[src/occ_pkg.sv]
// Shared types and constants for the oven cook controller.
// Holds the item structs, the phase codes and the controller state record.
// No dependencies.
package occ_pkg;

  // Phase codes, as they appear on the result channel.
  typedef enum logic [3:0] {
    PH_SELECT   = 4'd0,
    PH_POWER    = 4'd1,
    PH_SETTIME  = 4'd2,
    PH_RUN      = 4'd3,
    PH_PAUSE    = 4'd4,
    PH_COMPLETE = 4'd5,
    PH_SETTEMP  = 4'd6,
    PH_PREHEAT  = 4'd7,
    PH_DONE     = 4'd8
  } phase_e;

  // Cooking modes.
  localparam logic [2:0] MODE_MICRO = 3'd1;
  localparam logic [2:0] MODE_CONV  = 3'd3;
  localparam logic [2:0] MODE_QUICK = 3'd4;

  // Keypad codes with a special meaning.
  localparam logic [3:0] KEY_ZERO = 4'd0;
  localparam logic [3:0] KEY_NINE = 4'd9;
  localparam logic [3:0] KEY_STAR = 4'd10;
  localparam logic [3:0] KEY_HASH = 4'd11;

  // Configuration register indexes.
  localparam int unsigned CfgIdxW = 2;
  localparam logic [CfgIdxW-1:0] CFG_PREHEAT = 2'd0;
  localparam logic [CfgIdxW-1:0] CFG_QUICK   = 2'd1;
  localparam logic [CfgIdxW-1:0] CFG_BUZZ    = 2'd2;
  localparam int unsigned CfgDataW = 7;

  // Reset values and limits.
  localparam logic [6:0] PREHEAT_RESET = 7'd60;
  localparam logic [5:0] QUICK_RESET   = 6'd30;
  localparam logic [3:0] BUZZ_RESET    = 4'd5;
  localparam logic [6:0] PREHEAT_MAX   = 7'd99;
  localparam logic [6:0] SECONDS_WRAP  = 7'd59;

  // Cleared temperature entry: digits 0 and 1 are zero and digit 2 is one.
  // Digit 2 sits in the upper nibble of the packed array.
  localparam logic [2:0][3:0] TEMP_CLEARED = {4'd1, 4'd0, 4'd0};

  typedef struct packed {
    logic       command;
    logic [3:0] key_code;
  } in_item_t;

  typedef struct packed {
    logic [3:0]  phase;
    logic [2:0]  cook_mode;
    logic [6:0]  minutes_left;
    logic [6:0]  seconds_left;
    logic [6:0]  preheat_left;
    logic        heater_on;
    logic        buzzer_on;
    logic [9:0]  temp_setting;
    logic [15:0] time_entry;
    logic [11:0] temp_entry;
  } out_item_t;

  typedef struct packed {
    logic [6:0] preheat_seconds;
    logic [5:0] quick_start_seconds;
    logic [3:0] buzz_ticks;
  } cfg_t;

  // Controller state; digit 0 is the most significant one entered.
  typedef struct packed {
    phase_e          phase;
    logic [2:0]      mode;
    logic [3:0][3:0] time_digits;
    logic [1:0]      time_pos;
    logic [2:0][3:0] temp_digits;
    logic [1:0]      temp_pos;
    logic [6:0]      minutes;
    logic [6:0]      seconds;
    logic [6:0]      preheat;
    logic [9:0]      temp_value;
    logic [3:0]      buzz;
  } ctrl_state_t;

endpackage

[src/occ_step.sv]
// Next-state logic of the oven cook controller for one keypad event or tick.
// Purely combinational; uses the types and codes of occ_pkg.
module occ_step (
  input  occ_pkg::ctrl_state_t cur_i,
  input  occ_pkg::cfg_t        cfg_i,
  input  occ_pkg::in_item_t    item_i,
  output occ_pkg::ctrl_state_t nxt_o
);
  import occ_pkg::*;

  logic       tick;
  logic       is_key;
  logic [3:0] key;
  logic [1:0] temp_idx;

  assign tick   = item_i.command;
  assign is_key = ~item_i.command;
  assign key    = item_i.key_code;
  // Temperature digits fill positions 0, 1, 2 and then keep overwriting 2.
  assign temp_idx = (cur_i.temp_pos >= 2'd2) ? 2'd2 : cur_i.temp_pos;

  always_comb begin
    nxt_o = cur_i;
    unique case (cur_i.phase)
      PH_SELECT: begin
        if (is_key && key >= 4'd1 && key <= 4'd4) begin
          nxt_o.mode  = key[2:0];
          nxt_o.phase = PH_POWER;
        end
      end
      // Power display passes on any item.
      PH_POWER: begin
        if (cur_i.mode == MODE_CONV) begin
          nxt_o.phase = PH_SETTEMP;
        end else if (cur_i.mode == MODE_QUICK) begin
          nxt_o.minutes = 7'd0;
          nxt_o.seconds = {1'b0, cfg_i.quick_start_seconds};
          nxt_o.phase   = PH_RUN;
        end else begin
          nxt_o.phase = PH_SETTIME;
        end
      end
      PH_SETTEMP: begin
        if (is_key) begin
          if (key <= KEY_NINE) begin
            nxt_o.temp_digits[temp_idx] = key;
            if (cur_i.temp_pos < 2'd2) nxt_o.temp_pos = cur_i.temp_pos + 2'd1;
          end else if (key == KEY_STAR) begin
            nxt_o.temp_digits = TEMP_CLEARED;
            nxt_o.temp_pos    = 2'd0;
          end else if (key == KEY_HASH) begin
            nxt_o.temp_value = 10'(cur_i.temp_digits[0]) * 10'd100
                             + 10'(cur_i.temp_digits[1]) * 10'd10
                             + 10'(cur_i.temp_digits[2]);
            nxt_o.preheat = (cfg_i.preheat_seconds > PREHEAT_MAX) ? PREHEAT_MAX
                                                                  : cfg_i.preheat_seconds;
            nxt_o.phase = PH_PREHEAT;
          end
        end
      end
      PH_PREHEAT: begin
        if (tick) begin
          if (cur_i.preheat != 7'd0) nxt_o.preheat = cur_i.preheat - 7'd1;
          else nxt_o.phase = PH_SETTIME;
        end
      end
      PH_SETTIME: begin
        if (is_key) begin
          if (key <= KEY_NINE) begin
            nxt_o.time_digits[cur_i.time_pos] = key;
            if (cur_i.time_pos != 2'd3) nxt_o.time_pos = cur_i.time_pos + 2'd1;
          end else if (key == KEY_STAR) begin
            nxt_o.time_digits = '0;
            nxt_o.time_pos    = 2'd0;
          end else if (key == KEY_HASH) begin
            nxt_o.minutes = 7'(cur_i.time_digits[0]) * 7'd10 + 7'(cur_i.time_digits[1]);
            nxt_o.seconds = 7'(cur_i.time_digits[2]) * 7'd10 + 7'(cur_i.time_digits[3]);
            nxt_o.phase   = PH_RUN;
          end
        end
      end
      // Countdown on ticks: seconds first, then borrow a minute; star pauses, zero stops.
      PH_RUN: begin
        if (is_key) begin
          if (key == KEY_STAR) begin
            nxt_o.phase = PH_PAUSE;
          end else if (key == KEY_ZERO) begin
            nxt_o.time_digits = '0;
            nxt_o.time_pos    = 2'd0;
            nxt_o.minutes     = 7'd0;
            nxt_o.seconds     = 7'd0;
            nxt_o.phase       = PH_SELECT;
          end
        end else if (cur_i.seconds != 7'd0) begin
          nxt_o.seconds = cur_i.seconds - 7'd1;
        end else if (cur_i.minutes != 7'd0) begin
          nxt_o.minutes = cur_i.minutes - 7'd1;
          nxt_o.seconds = SECONDS_WRAP;
        end else begin
          nxt_o.phase = (cur_i.mode == MODE_CONV) ? PH_DONE : PH_COMPLETE;
          nxt_o.buzz  = cfg_i.buzz_ticks;
        end
      end
      PH_PAUSE: begin
        if (is_key) begin
          if (key == KEY_HASH) begin
            nxt_o.phase = PH_RUN;
          end else if (key == KEY_ZERO) begin
            nxt_o.time_digits = '0;
            nxt_o.time_pos    = 2'd0;
            nxt_o.minutes     = 7'd0;
            nxt_o.seconds     = 7'd0;
            nxt_o.phase       = PH_SELECT;
          end
        end
      end
      // Buzzer phase: count ticks down, then clear and return to select.
      PH_COMPLETE, PH_DONE: begin
        if (tick) begin
          if (cur_i.buzz <= 4'd1) begin
            nxt_o.buzz        = 4'd0;
            nxt_o.time_digits = '0;
            nxt_o.time_pos    = 2'd0;
            nxt_o.minutes     = 7'd0;
            nxt_o.seconds     = 7'd0;
            if (cur_i.phase == PH_DONE) begin
              nxt_o.temp_digits = TEMP_CLEARED;
              nxt_o.temp_pos    = 2'd0;
            end
            nxt_o.phase = PH_SELECT;
          end else begin
            nxt_o.buzz = cur_i.buzz - 4'd1;
          end
        end
      end
      default: begin
        nxt_o.phase = PH_SELECT;
      end
    endcase
  end

endmodule

[src/oven_cook_controller_core.sv]
// Top level of the oven cook controller: state, configuration and result register.
// Depends on occ_pkg and on occ_step for the next-state logic.
//
// Usage:
// - Input channel (in_valid_i, in_stall_o, in_data_i) carries one keypad event
//   or one-second tick per transfer. Output channel (out_valid_o, out_stall_i,
//   out_data_o) carries exactly one status item for each input transfer.
// - The state advances on the input transfer; the status item is loaded into
//   the result register at the same edge and is shown on the next cycle.
// - Throughput is one item per cycle while the receiver does not stall: a new
//   item is taken in the same cycle that the previous result is taken. The
//   only limit is the result register.
// - When the receiver stalls with a result pending, in_stall_o rises and the
//   result holds until it is taken.
// - Configuration writes (cfg_we_i, cfg_index_i, cfg_data_i) take effect at the
//   edge; an index past the last register is ignored. Write only while idle.
// - Reset puts the block in mode select, micro mode, preheat 60 s, quick
//   start 30 s, buzzer 5 ticks, and empties the result register.
module oven_cook_controller_core (
  input  logic                            clk_i,
  input  logic                            rst_ni,
  input  logic                            in_valid_i,
  output logic                            in_stall_o,
  input  occ_pkg::in_item_t               in_data_i,
  output logic                            out_valid_o,
  input  logic                            out_stall_i,
  output occ_pkg::out_item_t              out_data_o,
  input  logic                            cfg_we_i,
  input  logic [occ_pkg::CfgIdxW-1:0]     cfg_index_i,
  input  logic [occ_pkg::CfgDataW-1:0]    cfg_data_i
);
  import occ_pkg::*;

  ctrl_state_t state_q, state_d;
  cfg_t        cfg_q;
  out_item_t   out_q, out_d;
  logic        out_valid_q;
  logic        in_xfer;

  // The result register frees up when it is empty or its item is taken.
  assign in_stall_o = out_valid_q & out_stall_i;
  assign in_xfer    = in_valid_i & ~in_stall_o;

  occ_step u_step (
    .cur_i  (state_q),
    .cfg_i  (cfg_q),
    .item_i (in_data_i),
    .nxt_o  (state_d)
  );

  // Status item formed from the state after the item is applied.
  always_comb begin
    out_d.phase        = state_d.phase;
    out_d.cook_mode    = state_d.mode;
    out_d.minutes_left = state_d.minutes;
    out_d.seconds_left = state_d.seconds;
    out_d.preheat_left = state_d.preheat;
    out_d.heater_on    = (state_d.phase == PH_RUN) || (state_d.phase == PH_PREHEAT);
    out_d.buzzer_on    = (state_d.phase == PH_COMPLETE) || (state_d.phase == PH_DONE);
    out_d.temp_setting = state_d.temp_value;
    out_d.time_entry   = {state_d.time_digits[0], state_d.time_digits[1],
                          state_d.time_digits[2], state_d.time_digits[3]};
    out_d.temp_entry   = {state_d.temp_digits[0], state_d.temp_digits[1],
                          state_d.temp_digits[2]};
  end

  // Controller state advances on each input transfer.
  always_ff @(posedge clk_i or negedge rst_ni) begin
    if (!rst_ni) begin
      state_q.phase       <= PH_SELECT;
      state_q.mode        <= MODE_MICRO;
      state_q.time_digits <= '0;
      state_q.time_pos    <= 2'd0;
      state_q.temp_digits <= TEMP_CLEARED;
      state_q.temp_pos    <= 2'd0;
      state_q.minutes     <= 7'd0;
      state_q.seconds     <= 7'd0;
      state_q.preheat     <= PREHEAT_RESET;
      state_q.temp_value  <= 10'd1;
      state_q.buzz        <= 4'd0;
    end else if (in_xfer) begin
      state_q <= state_d;
    end
  end

  // Configuration registers.
  always_ff @(posedge clk_i or negedge rst_ni) begin
    if (!rst_ni) begin
      cfg_q.preheat_seconds     <= PREHEAT_RESET;
      cfg_q.quick_start_seconds <= QUICK_RESET;
      cfg_q.buzz_ticks          <= BUZZ_RESET;
    end else if (cfg_we_i) begin
      unique case (cfg_index_i)
        CFG_PREHEAT: cfg_q.preheat_seconds     <= cfg_data_i;
        CFG_QUICK:   cfg_q.quick_start_seconds <= cfg_data_i[5:0];
        CFG_BUZZ:    cfg_q.buzz_ticks          <= cfg_data_i[3:0];
        default: ;
      endcase
    end
  end

  // Result register valid flag.
  always_ff @(posedge clk_i or negedge rst_ni) begin
    if (!rst_ni) begin
      out_valid_q <= 1'b0;
    end else if (in_xfer) begin
      out_valid_q <= 1'b1;
    end else if (!out_stall_i) begin
      out_valid_q <= 1'b0;
    end
  end

  // Result payload loads with each input transfer.
  always_ff @(posedge clk_i) begin
    if (in_xfer) begin
      out_q <= out_d;
    end
  end

  assign out_valid_o = out_valid_q;
  assign out_data_o  = out_q;

endmodule

[config.mk]
export PLATFORM = sky130hd
export DESIGN_NAME = oven_cook_controller_core
export DESIGN_NICKNAME = d
export VERILOG_FILES = /design/src/occ_pkg.sv /design/src/occ_step.sv /design/src/oven_cook_controller_core.sv
export SDC_FILE = /design/constraint.sdc
export NUM_CORES = 1
export LEC_CHECK = 0
export BUFFER_PORTS_ARGS = -buffer_cell sky130_fd_sc_hd__buf_2
export CAP_MARGIN = 30
export CELL_PAD_IN_SITES_DETAIL_PLACEMENT = 0
export CELL_PAD_IN_SITES_GLOBAL_PLACEMENT = 1
export CORE_MARGIN = 3
export CORE_UTILIZATION = 44
export CTS_BUF_LIST = sky130_fd_sc_hd__clkbuf_2
export CTS_CLUSTER_SIZE = 14
export DETAILED_ROUTE_END_ITERATION = 8
export PLACE_DENSITY = 0.87
export SYNTH_ARGS = -nofsm -noshare
export SYNTH_HDL_FRONTEND = slang
export SYNTH_SLANG_ARGS = --single-unit
[constraint.sdc]
create_clock -name clk_i -period 3.4 [get_ports clk_i]
set_input_delay 0.17 -clock clk_i [delete_from_list [all_inputs] [get_ports clk_i]]
set_output_delay 0.17 -clock clk_i [all_outputs]
set_load 0.005 [all_outputs]
==> impl_results.md, run 1 <==
* IO buf count at 88
* Reg2reg end: out_data_o[37]$_DFFE_PP_
* Initial Util at 45.1%
* Min-Delay Path Depth at 4
* LEAKAGE at around 0.0046 uW
* Core box area at approximately 21,000 um2
* Synth Register Bits at 160
* Min cycle time layout at roughly 3300 ps
* Drt first pass iters at 5
* Slew margin rel. at a little under half
* DIE HEIGHT at between 150 and 200 um
* RSZ-0062 raised after global routing: no
* Reg2reg setup slack at ~120 ps
* Fin worst setup slack at around 120 ps
* VDD IR max at ~240 uV
* Power Total at 5820 uW
* Yosys cell types at between 80 and 90
* GR peak layer: met2
* Post-Route WL at 24.5 mm
* Routed via count at 7,772
* Slew @ Worst Pin at roughly 790 ps
* # rows at 53
* Later-pin clock latency in the skew report at slightly below 800 ps
* Crit Reg-Reg Startpoint: state_q[44]$_DFFE_PN0P_
* # clock sinks at 160
* Initial antenna violation count at 1
* Finished Cell Area at approximately 11,000 um2
* Post-layout nets at 1,124
* Root Driver: clkbuf_2
* Ports at between 80 and 90
* Worst Path Required at just under 4000 ps
* Commonest non-fill, non-tap cell in the layout: nand2_1
* DR WL/cell at 18.4 um
* R2r worst-path depth at 11
* Synth Flop Type: dfrtp_1
* Pwr per Cell Area at 537 nW/um2
* Final Setup Violations at 0
* Largest cells by area after synthesis: edfxtp_1, dfrtp_1, ha_1
* Critical path peak fanout at 5
* Area growth syn-to-layout at 13.3%
* Layout cells sized above 1 at between 20 and 25%
* Critical Path AT at approximately 3800 ps
* Final Hold Viols at 0
* Hold Path End: state_q[16]$_DFFE_PN1P_
* # H-tree levels at 4
* Register clock-pin slew on the reported worst setup and hold paths at about 230 ps
* Routability cong. at ~0.86
* GR met2 Demand/Resource at between 30% and 40%
* Post-synth top area share at 21.3%
* Setup crit end kind: register
* Die area at roughly 24,000 um2
* Post-DP HPWL at roughly 17 mm
* Most frequent cells in the layout: nand2_1, buf_2, dfrtp_1
* GRT Util Overall at between 20% and 30%
* Synthesis warning total at 0
* Critical Path Source Type: register
* Status: finished clean
* Drt drc at 0
* Final-report max-slew violation count at 0
* CP cell instances: ha_1, ha_1, fa_1, xor2_1, ha_1, ha_1, o21ai_0, nor2_1, o41ai_2, xnor2_1, mux2_2
* Slowest-stage cell, CP: dfrtp_1
* Hold Path Class: primary input to register
* Grt ovf at 0
* Placed cells at roughly 1,300
* First-pass GRT wire length at just over 40 mm
* DIE WIDTH at roughly 150 um
* Antenna-violating nets left at 0
* DRT iter0 DRCs at slightly below 600
* Met1 usage at 29.7%
* Max Cap Viol at 0
* Avg Cell Area, Syn at 10.2 um2
* Num CTS Buffers at 17
* Placed cell area at 10,300 um2
* Ys async rst share at 57.5%
* Fin crit share at around 96%
* Layout Cells excl Fill at 1,337
* Final setup TNS at 0 ps
* GR Util met3 at under 10%
* Crit-path max cell delay at approximately 490 ps
* Hold wc startpoint: out_stall_i
* Fmax at 0.305 GHz
* Seq/Total Area, Yosys at roughly 46%
* Vias per cell at around 5.8
* Total setup buffers inserted after CTS at 0
* Top cell by count, worst path: ha_1
* Synth Cell Area at around 9600 um2
* Vias in the first global route at ~7,700
* Area leader, netlist: edfxtp_1
* Place WS at ~41 ps
* Syn Nets at between 1,000 and 1,500
* Cells after Synth at 938
* Crit Path Category: register to register
* Largest net degree at the start of global routing at 40
* Post-Route Skew at slightly above 40 ps
* Max clock buf depth at 2
* Post-synth EDFFs at just under 70
* CTS tree: done
cells by family (layout without fill, tap and decap cells):
family	Yosys count	in the layout	synth area share, %
multiplexers	42	42	4.88
other	0	1	0
flip-flops	160	160	45.6
AO/OA/AOI/OAI	251	251	18.1
buffers and inverters	92	215	4.06
XOR/XNOR	21	21	1.92
adder cells (fa/ha/maj)	57	57	8.16
AND/OR/NAND/NOR	315	315	17.3
sequential cells by signal (all words and copies together), names as in the netlist:
register	cells
state_q	74
cfg_q	17
out_valid_o	1
out_data_o	68
Yosys cell counts (7+ instances only):
| library cell | count |
|---|---|
| dfrtp_1 | 75 |
| nand4_1 | 8 |
| nor2_1 | 43 |
| dfstp_2 | 17 |
| nor3b_1 | 8 |
| mux2_2 | 37 |
| a22o_1 | 8 |
| a211oi_1 | 7 |
| o22ai_1 | 8 |
| nand2_1 | 123 |
| nor2b_1 | 13 |
| xnor2_1 | 14 |
| fa_1 | 9 |
| a31oi_1 | 10 |
| a21o_1 | 10 |
| o31ai_1 | 13 |
| xor2_1 | 7 |
| o2bb2ai_1 | 17 |
| or3_1 | 8 |
| o21ai_0 | 64 |
| inv_1 | 47 |
| buf_2 | 20 |
| nand3b_1 | 8 |
| clkbuf_1 | 21 |
| nor3_1 | 25 |
| edfxtp_1 | 68 |
| o211ai_1 | 10 |
| o21a_1 | 9 |
| a21oi_1 | 46 |
| ha_1 | 48 |
| nand3_1 | 21 |
metrics by stage:
stage | util, % | hold WS (ps)
2_1_floorplan | - | -126
3_5_place_dp | 48.6 | 240
4_1_cts | 51.0 | 41.0
5_1_grt | 51.1 | 125
3_3_place_gp | 48.6 | 234
6_report | 51.1 | 96.6
what timing repair did:
| action | in CTS | in global routing |
|---|---|---|
| endpoints found under the setup margin | 0 | 1 |
| resized for setup | 0 | 1 |
| hold buffers | 27 | 0 |
| hold endpoints to repair | 143 | 0 |
power by group:
part,total [uW],internal (uW),switching [uW]
clock,1070,350,719
combinational,2040,831,1200
sequential,2720,2390,327
final cells by class:
cell class	instances	area, um2
Antenna cell	1	2.50
Clock buffer	20	100
Clock inverter	12	135
Fill cell	1971	10400
Inverter	47	179
Multi-Input combinational cell	686	4830
Sequential cell	160	4370
Tap cell	275	344
Timing Repair Buffer	136	881
worst max-delay path: cells and delay by family (launching register included):
family | cells | cell delay [ps]
AO/OA/AOI/OAI | 2 | 350
XOR/XNOR | 2 | 310
adder cells (fa/ha/maj) | 5 | 1560
flip-flops | 1 | 490
multiplexers | 1 | 270
AND/OR/NAND/NOR | 1 | 80
worst max path at each step:
stage                                          end  cells past startpoint                    start
after detailed placement  out_data_o[37]$_DFFE_PP_                     11  state_q[44]$_DFFE_PN0P_
after global routing      out_data_o[37]$_DFFE_PP_                     11  state_q[44]$_DFFE_PN0P_
after global placement    out_data_o[37]$_DFFE_PP_                     11  state_q[44]$_DFFE_PN0P_
final                     out_data_o[37]$_DFFE_PP_                     11  state_q[44]$_DFFE_PN0P_
after CTS                 out_data_o[37]$_DFFE_PP_                     11  state_q[44]$_DFFE_PN0P_
after floorplan           out_data_o[37]$_DFFE_PP_                     11  state_q[42]$_DFFE_PN0P_
metal layers:
metal / routed length, um / vias up
met5: 0 / -
met4: 524 / 0
met3: 1250 / 39
met2: 11300 / 247
met1: 11400 / 3804
li1: - / 3682
(Power assumes the default switching activity.)
==> run 2: changes to the inputs <==
Settings changed: PLACE_DENSITY 0.87 to default, PLACE_DENSITY_LB_ADDON from default to 0.3.
==> run 2 against run 1 <==
Against the previous run:
- cell area fell by 0.65%
- setup slack gained 18 ps
- sequential cell count unchanged
- register-to-register slack improved by 20 ps
- sequential share of layout area increased by 0.26 points
- critical path type unchanged
==> impl_results.md, run 2 (synthesis results as in run 1) <==
* Status: finished clean (unchanged)
* DRT iter0 DRCs at 503 (was 578)
* First-pass GRT wire length at 40.2 mm (was 40.4 mm)
* Register area at 4370 um2 (unchanged)
* Post-layout nets at 1,122 (was 1,124)
* Max reg flops at 74 (unchanged)
* GR peak layer: met1 (was met2)
* Critical Path AT at 3780 ps (was 3830 ps)
* Largest Register: state_q (unchanged)
* Critical Path Start: state_q[44]$_DFFE_PN0P_ (unchanged)
* Reg2reg setup slack at 140 ps (was 120 ps)
* # rows at 53 (unchanged)
* # clock sinks at 160 (unchanged)
* LEAKAGE at 0.00457 uW (was 0.00461 uW)
* Setup crit end kind: register (unchanged)
* Met1 usage at 32.1% (was 29.7%)
* Commonest non-fill, non-tap cell in the layout: nand2_1 (unchanged)
* Final Setup Violations at 0 (unchanged)
* Root Driver: clkbuf_2 (unchanged)
* Vias per cell at 5.70 (was 5.81)
* Slew margin rel. at 41.7% (was 47.4%)
* Critical path peak fanout at 5 (unchanged)
* Ports at 89 (unchanged)
* Final Hold Viols at 0 (unchanged)
* Min cycle time layout at 3260 ps (was 3280 ps)
* Max Cap Viol at 0 (unchanged)
* # H-tree levels at 4 (unchanged)
* Fmax at 0.307 GHz (was 0.305 GHz)
* CTS tree: done (unchanged)
* Layout cells sized above 1 at 22.3% (was 22.2%)
* Later-pin clock latency in the skew report at 750 ps (was 780 ps)
* Largest net degree at the start of global routing at 34 (was 40)
* Die area at 23,600 um2 (unchanged)
* Initial Util at 45.1% (unchanged)
* GRT Util Overall at 21.2% (was 21.1%)
* WHS at 106 ps (was 96.6 ps)
* Routed via count at 7,613 (was 7,772)
* VDD IR max at 232 uV (was 237 uV)
* Final-report max-slew violation count at 0 (unchanged)
* Fin util at 50.8% (was 51.1%)
* Fin crit share at 95.8% (was 96.3%)
* Drt first pass iters at 6 (was 5)
* Post-Route Skew at 28.7 ps (was 40.3 ps)
* IO buf count at 88 (unchanged)
* DR WL/cell at 18.6 um (was 18.4 um)
* DIE WIDTH at 154 um (unchanged)
* Initial antenna violation count at 1 (unchanged)
* Area growth syn-to-layout at 12.5% (was 13.3%)
* Antenna-violating nets left at 0 (unchanged)
* Core box area at 21,200 um2 (unchanged)
* GR met2 Demand/Resource at 31.3% (was 33.2%)
* Post-Route WL at 24.9 mm (was 24.5 mm)
* Slew @ Worst Pin at 863 ps (was 789 ps)
* Max clock buf depth at 2 (unchanged)
* Critical Path Source Type: register (unchanged)
* Worst Path Required at 3920 ps (was 3950 ps)
* Most frequent cells in the layout: nand2_1, buf_2, dfrtp_1 (unchanged)
* Drt drc at 0 (unchanged)
* Hold wc startpoint: in_data_i[4] (was out_stall_i)
* Num CTS Buffers at 17 (unchanged)
* Hold Path Class: primary input to register (unchanged)
* Grt ovf at 0 (unchanged)
* GR Util met3 at 4.22% (was 3.91%)
* Vias in the first global route at 7,275 (was 7,661)
* # fillers at 2,001 (was 1,971)
* Area of the multi-input gates at 4830 um2 (unchanged)
* Crit Reg-Reg Startpoint: state_q[44]$_DFFE_PN0P_ (unchanged)
* Routability cong. at 0.895 (was 0.860)
* Pwr per Cell Area at 524 nW/um2 (was 537 nW/um2)
* Post-DP HPWL at 17.7 mm (was 17.5 mm)
* Crit Path Category: register to register (unchanged)
* DIE HEIGHT at 154 um (unchanged)
* Register clock-pin slew on the reported worst setup and hold paths at 220 ps (was 230 ps)
run 2: metrics by stage:
step                TNS (ps)  area (um2)  worst slack, ps  power (uW)  cells
CTS                        0       10800             80.1        5670   1334
detailed placement         0       10300              101        4740   1277
global route           -2.83       10800            -2.83        6050   1335
floorplan                  0        9570              277        4090    938
finish                     0       10800              143        5650   1335
global placement           0       10300              132        4730   1277
run 2: area by class of cell:
type | count | area share (%)
repair buffers | 134 | 8.11
inverters | 47 | 1.66
multi-input cells | 686 | 44.9
diodes | 1 | 0.0232
clock buffers | 21 | 0.976
flip-flops and latches | 160 | 40.5
clock inverters | 11 | 0.627
well taps | 275 | 3.19
run 2: timing repair:
| item | in CTS | in global routing |
|---|---|---|
| hold buffers | 25 | 0 |
| endpoints found under the setup margin | 0 | 1 |
| setup buffers | 0 | 0 |
| resized for setup | 0 | 1 |
| endpoints found under the hold margin | 133 | 0 |
run 2: report_power, final:
group	switching [uW]	internal, uW	total (uW)	leakage, uW
clock	691	194	884	0.000111
sequential	322	2390	2720	0.00182
combinational	1210	832	2050	0.00264
total	2230	3420	5650	0.00457
run 2: worst paths after layout:
kind / to / depth (start not counted)
hold reg to reg: state_q[4]$_DFFE_PN1P_ / 2
setup / recovery: out_data_o[37]$_DFFE_PP_ / 11
max in group asynchronous: cfg_q[7]$_DFFE_PN1P_ / 4
min in group asynchronous: cfg_q[6]$_DFFE_PN1P_ / 3
setup reg to reg: out_data_o[37]$_DFFE_PP_ / 11
hold / removal: out_data_o[40]$_DFFE_PP_ / 2
run 2: per-layer routing:
metal,share of wire [%],vias to the layer above
li1,-,3677
met1,49,3681
met2,44,227
met3,5.5,28
met4,1.4,0
met5,0,-
run 2: worst max-delay path, stage by stage, from the launching register on:
cell and delay [ps]:
dfrtp_1 480, ha_1 300, ha_1 230, fa_1 380
xor2_1 170, ha_1 310, ha_1 340, o21ai_0 100
nor2_1 100, o41ai_2 240, xnor2_1 140, mux2_2 270
==> run 3: changes to the inputs <==
Settings changed: ABC_AREA from default to 1, CORE_ASPECT_RATIO from default to 1.25, CORE_UTILIZATION 44 to 42, SYNTH_HIERARCHICAL from default to 1.
==> run 3 against run 2 <==
Against the previous run:
- sequential power increased by 12%
- via count increased by 22%
- setup slack improved by 84 ps
- critical endpoint is now state_q[11]$_DFFE_PN0P_
- largest cell class unchanged
==> impl_results.md, run 3 <==
* Synthesis warning total at 6 (was 0)
* Largest net degree at the start of global routing at 77 (was 34)
* Min cycle time layout at 3170 ps (was 3260 ps)
* Post-Synth Simple-Gate Area at 33.3% (was 17.3%)
* Mux contribution to synthesized area at 0% (was 4.88%)
* Die area at 26,300 um2 (was 23,600 um2)
* IO buf count at 88 (unchanged)
* Crit Path Category: register to register (unchanged)
* Reg2reg end: state_q[11]$_DFFE_PN0P_ (was out_data_o[37]$_DFFE_PP_)
* Later-pin clock latency in the skew report at 780 ps (was 750 ps)
* Syn Nets at 1,391 (was 1,014)
* DR WL/cell at 17.0 um (was 18.6 um)
* # H-tree levels at 4 (unchanged)
* Ports at 89 (unchanged)
* R2r worst-path depth at 14 (was 11)
* Final-report max-slew violation count at 0 (unchanged)
* Post-synth EDFFs at 68 (unchanged)
* Fmax at 0.315 GHz (was 0.307 GHz)
* Finished Cell Area at 11,600 um2 (was 10,800 um2)
* Routed via count at 9,274 (was 7,613)
* RSZ-0062 raised after global routing: no
* Avg Cell Area, Syn at 7.76 um2 (was 10.2 um2)
* Critical Path AT at 3900 ps (was 3780 ps)
* DIE HEIGHT at 181 um (was 154 um)
* Vias per cell at 5.24 (was 5.70)
* Synth Cell Area at 10,200 um2 (was 9570 um2)
* Initial Util at 42.8% (was 45.1%)
* DIE WIDTH at 146 um (was 154 um)
* Setup crit end kind: register (unchanged)
* LEAKAGE at 0.00587 uW (was 0.00457 uW)
* Post-Route WL at 30.1 mm (was 24.9 mm)
* Register clock-pin slew on the reported worst setup and hold paths at 260 ps (was 220 ps)
* Place WS at 259 ps (was 101 ps)
* Seq/Total Area, Yosys at 42.7% (was 45.6%)
* Min-Delay Path Depth at 4 (was 2)
* Area leader, netlist: edfxtp_1 (unchanged)
* Largest Register: state_q (unchanged)
* # clock sinks at 160 (unchanged)
* CP cell instances: ha_1, ha_1, fa_1, xor2_1, ha_1, ha_1, a21o_1, a21oi_1, nand2_1, o21ai_0, o21bai_1, inv_1, nand3_1, nand2_1 (was ha_1, ha_1, fa_1, xor2_1, ha_1, ha_1, o21ai_0, nor2_1, o41ai_2, xnor2_1, mux2_2)
* Status: finished clean (unchanged)
* Antenna-violating nets left at 0 (unchanged)
* Critical path peak fanout at 5 (unchanged)
* Final setup TNS at 0 ps (unchanged)
* Max reg flops at 74 (unchanged)
* Final Setup Violations at 0 (unchanged)
* Num CTS Buffers at 17 (unchanged)
* Synth Register Bits at 160 (unchanged)
* Critical Path Source Type: register (unchanged)
* Post-Route Skew at 41.1 ps (was 28.7 ps)
* Fin crit share at 93.3% (was 95.8%)
* Vias in the first global route at 8,994 (was 7,275)
* Crit-path max cell delay at 500 ps (was 480 ps)
* Area growth syn-to-layout at 13.6% (was 12.5%)
* Yosys cell types at 43 (was 89)
* Placed cell area at 10,900 um2 (was 10,300 um2)
* Reg2reg setup slack at 230 ps (was 140 ps)
* Root Driver: clkbuf_2 (unchanged)
* VDD IR max at 287 uV (was 232 uV)
* Slew @ Worst Pin at 916 ps (was 863 ps)
* CTS tree: done (unchanged)
* Worst Path Required at 4120 ps (was 3920 ps)
* Top cell by count, worst path: ha_1 (unchanged)
* # fillers at 2,380 (was 2,001)
* Hold Path Class: primary input to register (unchanged)
* Crit Reg-Reg Startpoint: state_q[42]$_DFFE_PN0P_ (was state_q[44]$_DFFE_PN0P_)
* Final Hold Viols at 0 (unchanged)
* Most frequent cell after synthesis: nand2_1 (unchanged)
* Most frequent cells in the layout: nand2_1, nand3_1, inv_1 (was nand2_1, buf_2, dfrtp_1)
* Adder-Cell Fraction of Synth Area at 7.14% (was 8.16%)
* Cells after Synth at 1,319 (was 938)
* Synth Flop Type: dfrtp_1 (unchanged)
* Slowest-stage cell, CP: dfrtp_1 (unchanged)
* Fin worst setup slack at 227 ps (was 143 ps)
* Slew margin rel. at 38.9% (was 41.7%)
* DRT iter0 DRCs at 683 (was 503)
* Layout cells sized above 1 at 15.5% (was 22.3%)
* Hold Path End: out_valid_o$_DFFE_PN0P_ (was out_data_o[40]$_DFFE_PP_)
* Drt first pass iters at 7 (was 6)
* Post-cts gate resize count at 0 (unchanged)
* Initial antenna violation count at 1 (unchanged)
* Max clock buf depth at 2 (unchanged)
* Total setup buffers inserted after CTS at 0 (unchanged)
* GRT Util Overall at 23.2% (was 21.2%)
* Layout Cells excl Fill at 1,769 (was 1,335)
* Grt ovf at 0 (unchanged)
* Routability cong. at 0.925 (was 0.895)
* WHS at 128 ps (was 106 ps)
* Complex-gate fraction of the synthesized area at 8.62% (was 18.1%)
* Post-Synth XOR/XNOR Area at 1.28% (was 1.92%)
* Commonest cells in the netlist: nand2_1, nand3_1, inv_1, dfrtp_1, o21ai_0 (was nand2_1, dfrtp_1, edfxtp_1, o21ai_0, ha_1)
* Hold wc startpoint: out_stall_i (was in_data_i[4])
* Post-synth top area share at 20.0% (was 21.3%)
* Commonest non-fill, non-tap cell in the layout: nand2_1 (unchanged)
* Largest cells by area after synthesis: edfxtp_1, dfrtp_1, nand2_1 (was edfxtp_1, dfrtp_1, ha_1)
* Pwr per Cell Area at 729 nW/um2 (was 524 nW/um2)
* Cts hold-fix bufs at 39 (was 25)
* Post-DP HPWL at 21.0 mm (was 17.7 mm)
* Core box area at 23,900 um2 (was 21,200 um2)
* # rows at 63 (was 53)
* Post-layout nets at 1,502 (was 1,122)
* Max Cap Viol at 0 (unchanged)
* Ys async rst share at 57.5% (unchanged)
* Drt drc at 0 (unchanged)
* Placed cells at 1,697 (was 1,277)
* First-pass GRT wire length at 48.6 mm (was 40.2 mm)
* Main combinational cell family by area after synthesis: simple AND/OR/NAND/NOR gates (was compound AO/OA/AOI/OAI gates)
[run 3: per-layer routing]
metal	GRT usage, %	part of all wire [%]	vias up
li1	-	-	4603
met1	27.4	40	4382
met2	41.7	52	236
met3	4.43	4.7	53
met4	9.08	3.1	0
met5	0	0	-
[run 3: worst max path at each step]
stage	slack, ps	to	cells after the start	from
after floorplan	440	out_data_o[37]$_DFFE_PP_	13	state_q[42]$_DFFE_PN0P_
after global placement	260	out_data_o[37]$_DFFE_PP_	13	state_q[42]$_DFFE_PN0P_
after detailed placement	260	state_q[13]$_DFFE_PN0P_	15	state_q[42]$_DFFE_PN0P_
after CTS	240	state_q[13]$_DFFE_PN0P_	15	state_q[42]$_DFFE_PN0P_
after global routing	10	state_q[11]$_DFFE_PN0P_	14	state_q[42]$_DFFE_PN0P_
final	230	state_q[11]$_DFFE_PN0P_	14	state_q[42]$_DFFE_PN0P_
[run 3: per-stage QoR]
stage	utilization, %	power [uW]
floorplan	-	5980
global placement	45.6	7180
detailed placement	45.8	7220
CTS	48.6	8540
global route	48.7	9260
finish	48.7	8470
[run 3: area by class of cell]
type / count / area (um2) / share of cell area [%]
antenna: 1 / 2.50 / 0.0215
clock buffer: 17 / 85.1 / 0.732
clock inverter: 15 / 204 / 1.75
inverter: 121 / 454 / 3.91
multi-input combinational: 991 / 5150 / 44.3
sequential: 160 / 4370 / 37.6
tap: 325 / 407 / 3.50
timing repair buffer: 139 / 953 / 8.20
[run 3: logic make-up after synthesis]
logic type	after synthesis
flops	160
simple gates	771
xor+xnor	15
buf+inv	168
compound gates	152
fa+ha+maj	53
[run 3: where the power goes]
group / total [uW] / leakage, uW / internal (uW) / switching, uW
clock network: 1230 / 0.000170 / 497 / 736
logic: 4180 / 0.00384 / 1440 / 2740
registers: 3050 / 0.00186 / 2610 / 439
[run 3: worst max-delay path, delay by kind of cell, from the launching register on]
family	cells	cell delay, ps
flip-flops	1	500
adder cells (fa/ha/maj)	5	1570
AO/OA/AOI/OAI	4	600
buffers and inverters	1	70
AND/OR/NAND/NOR	3	240
XOR/XNOR	1	160
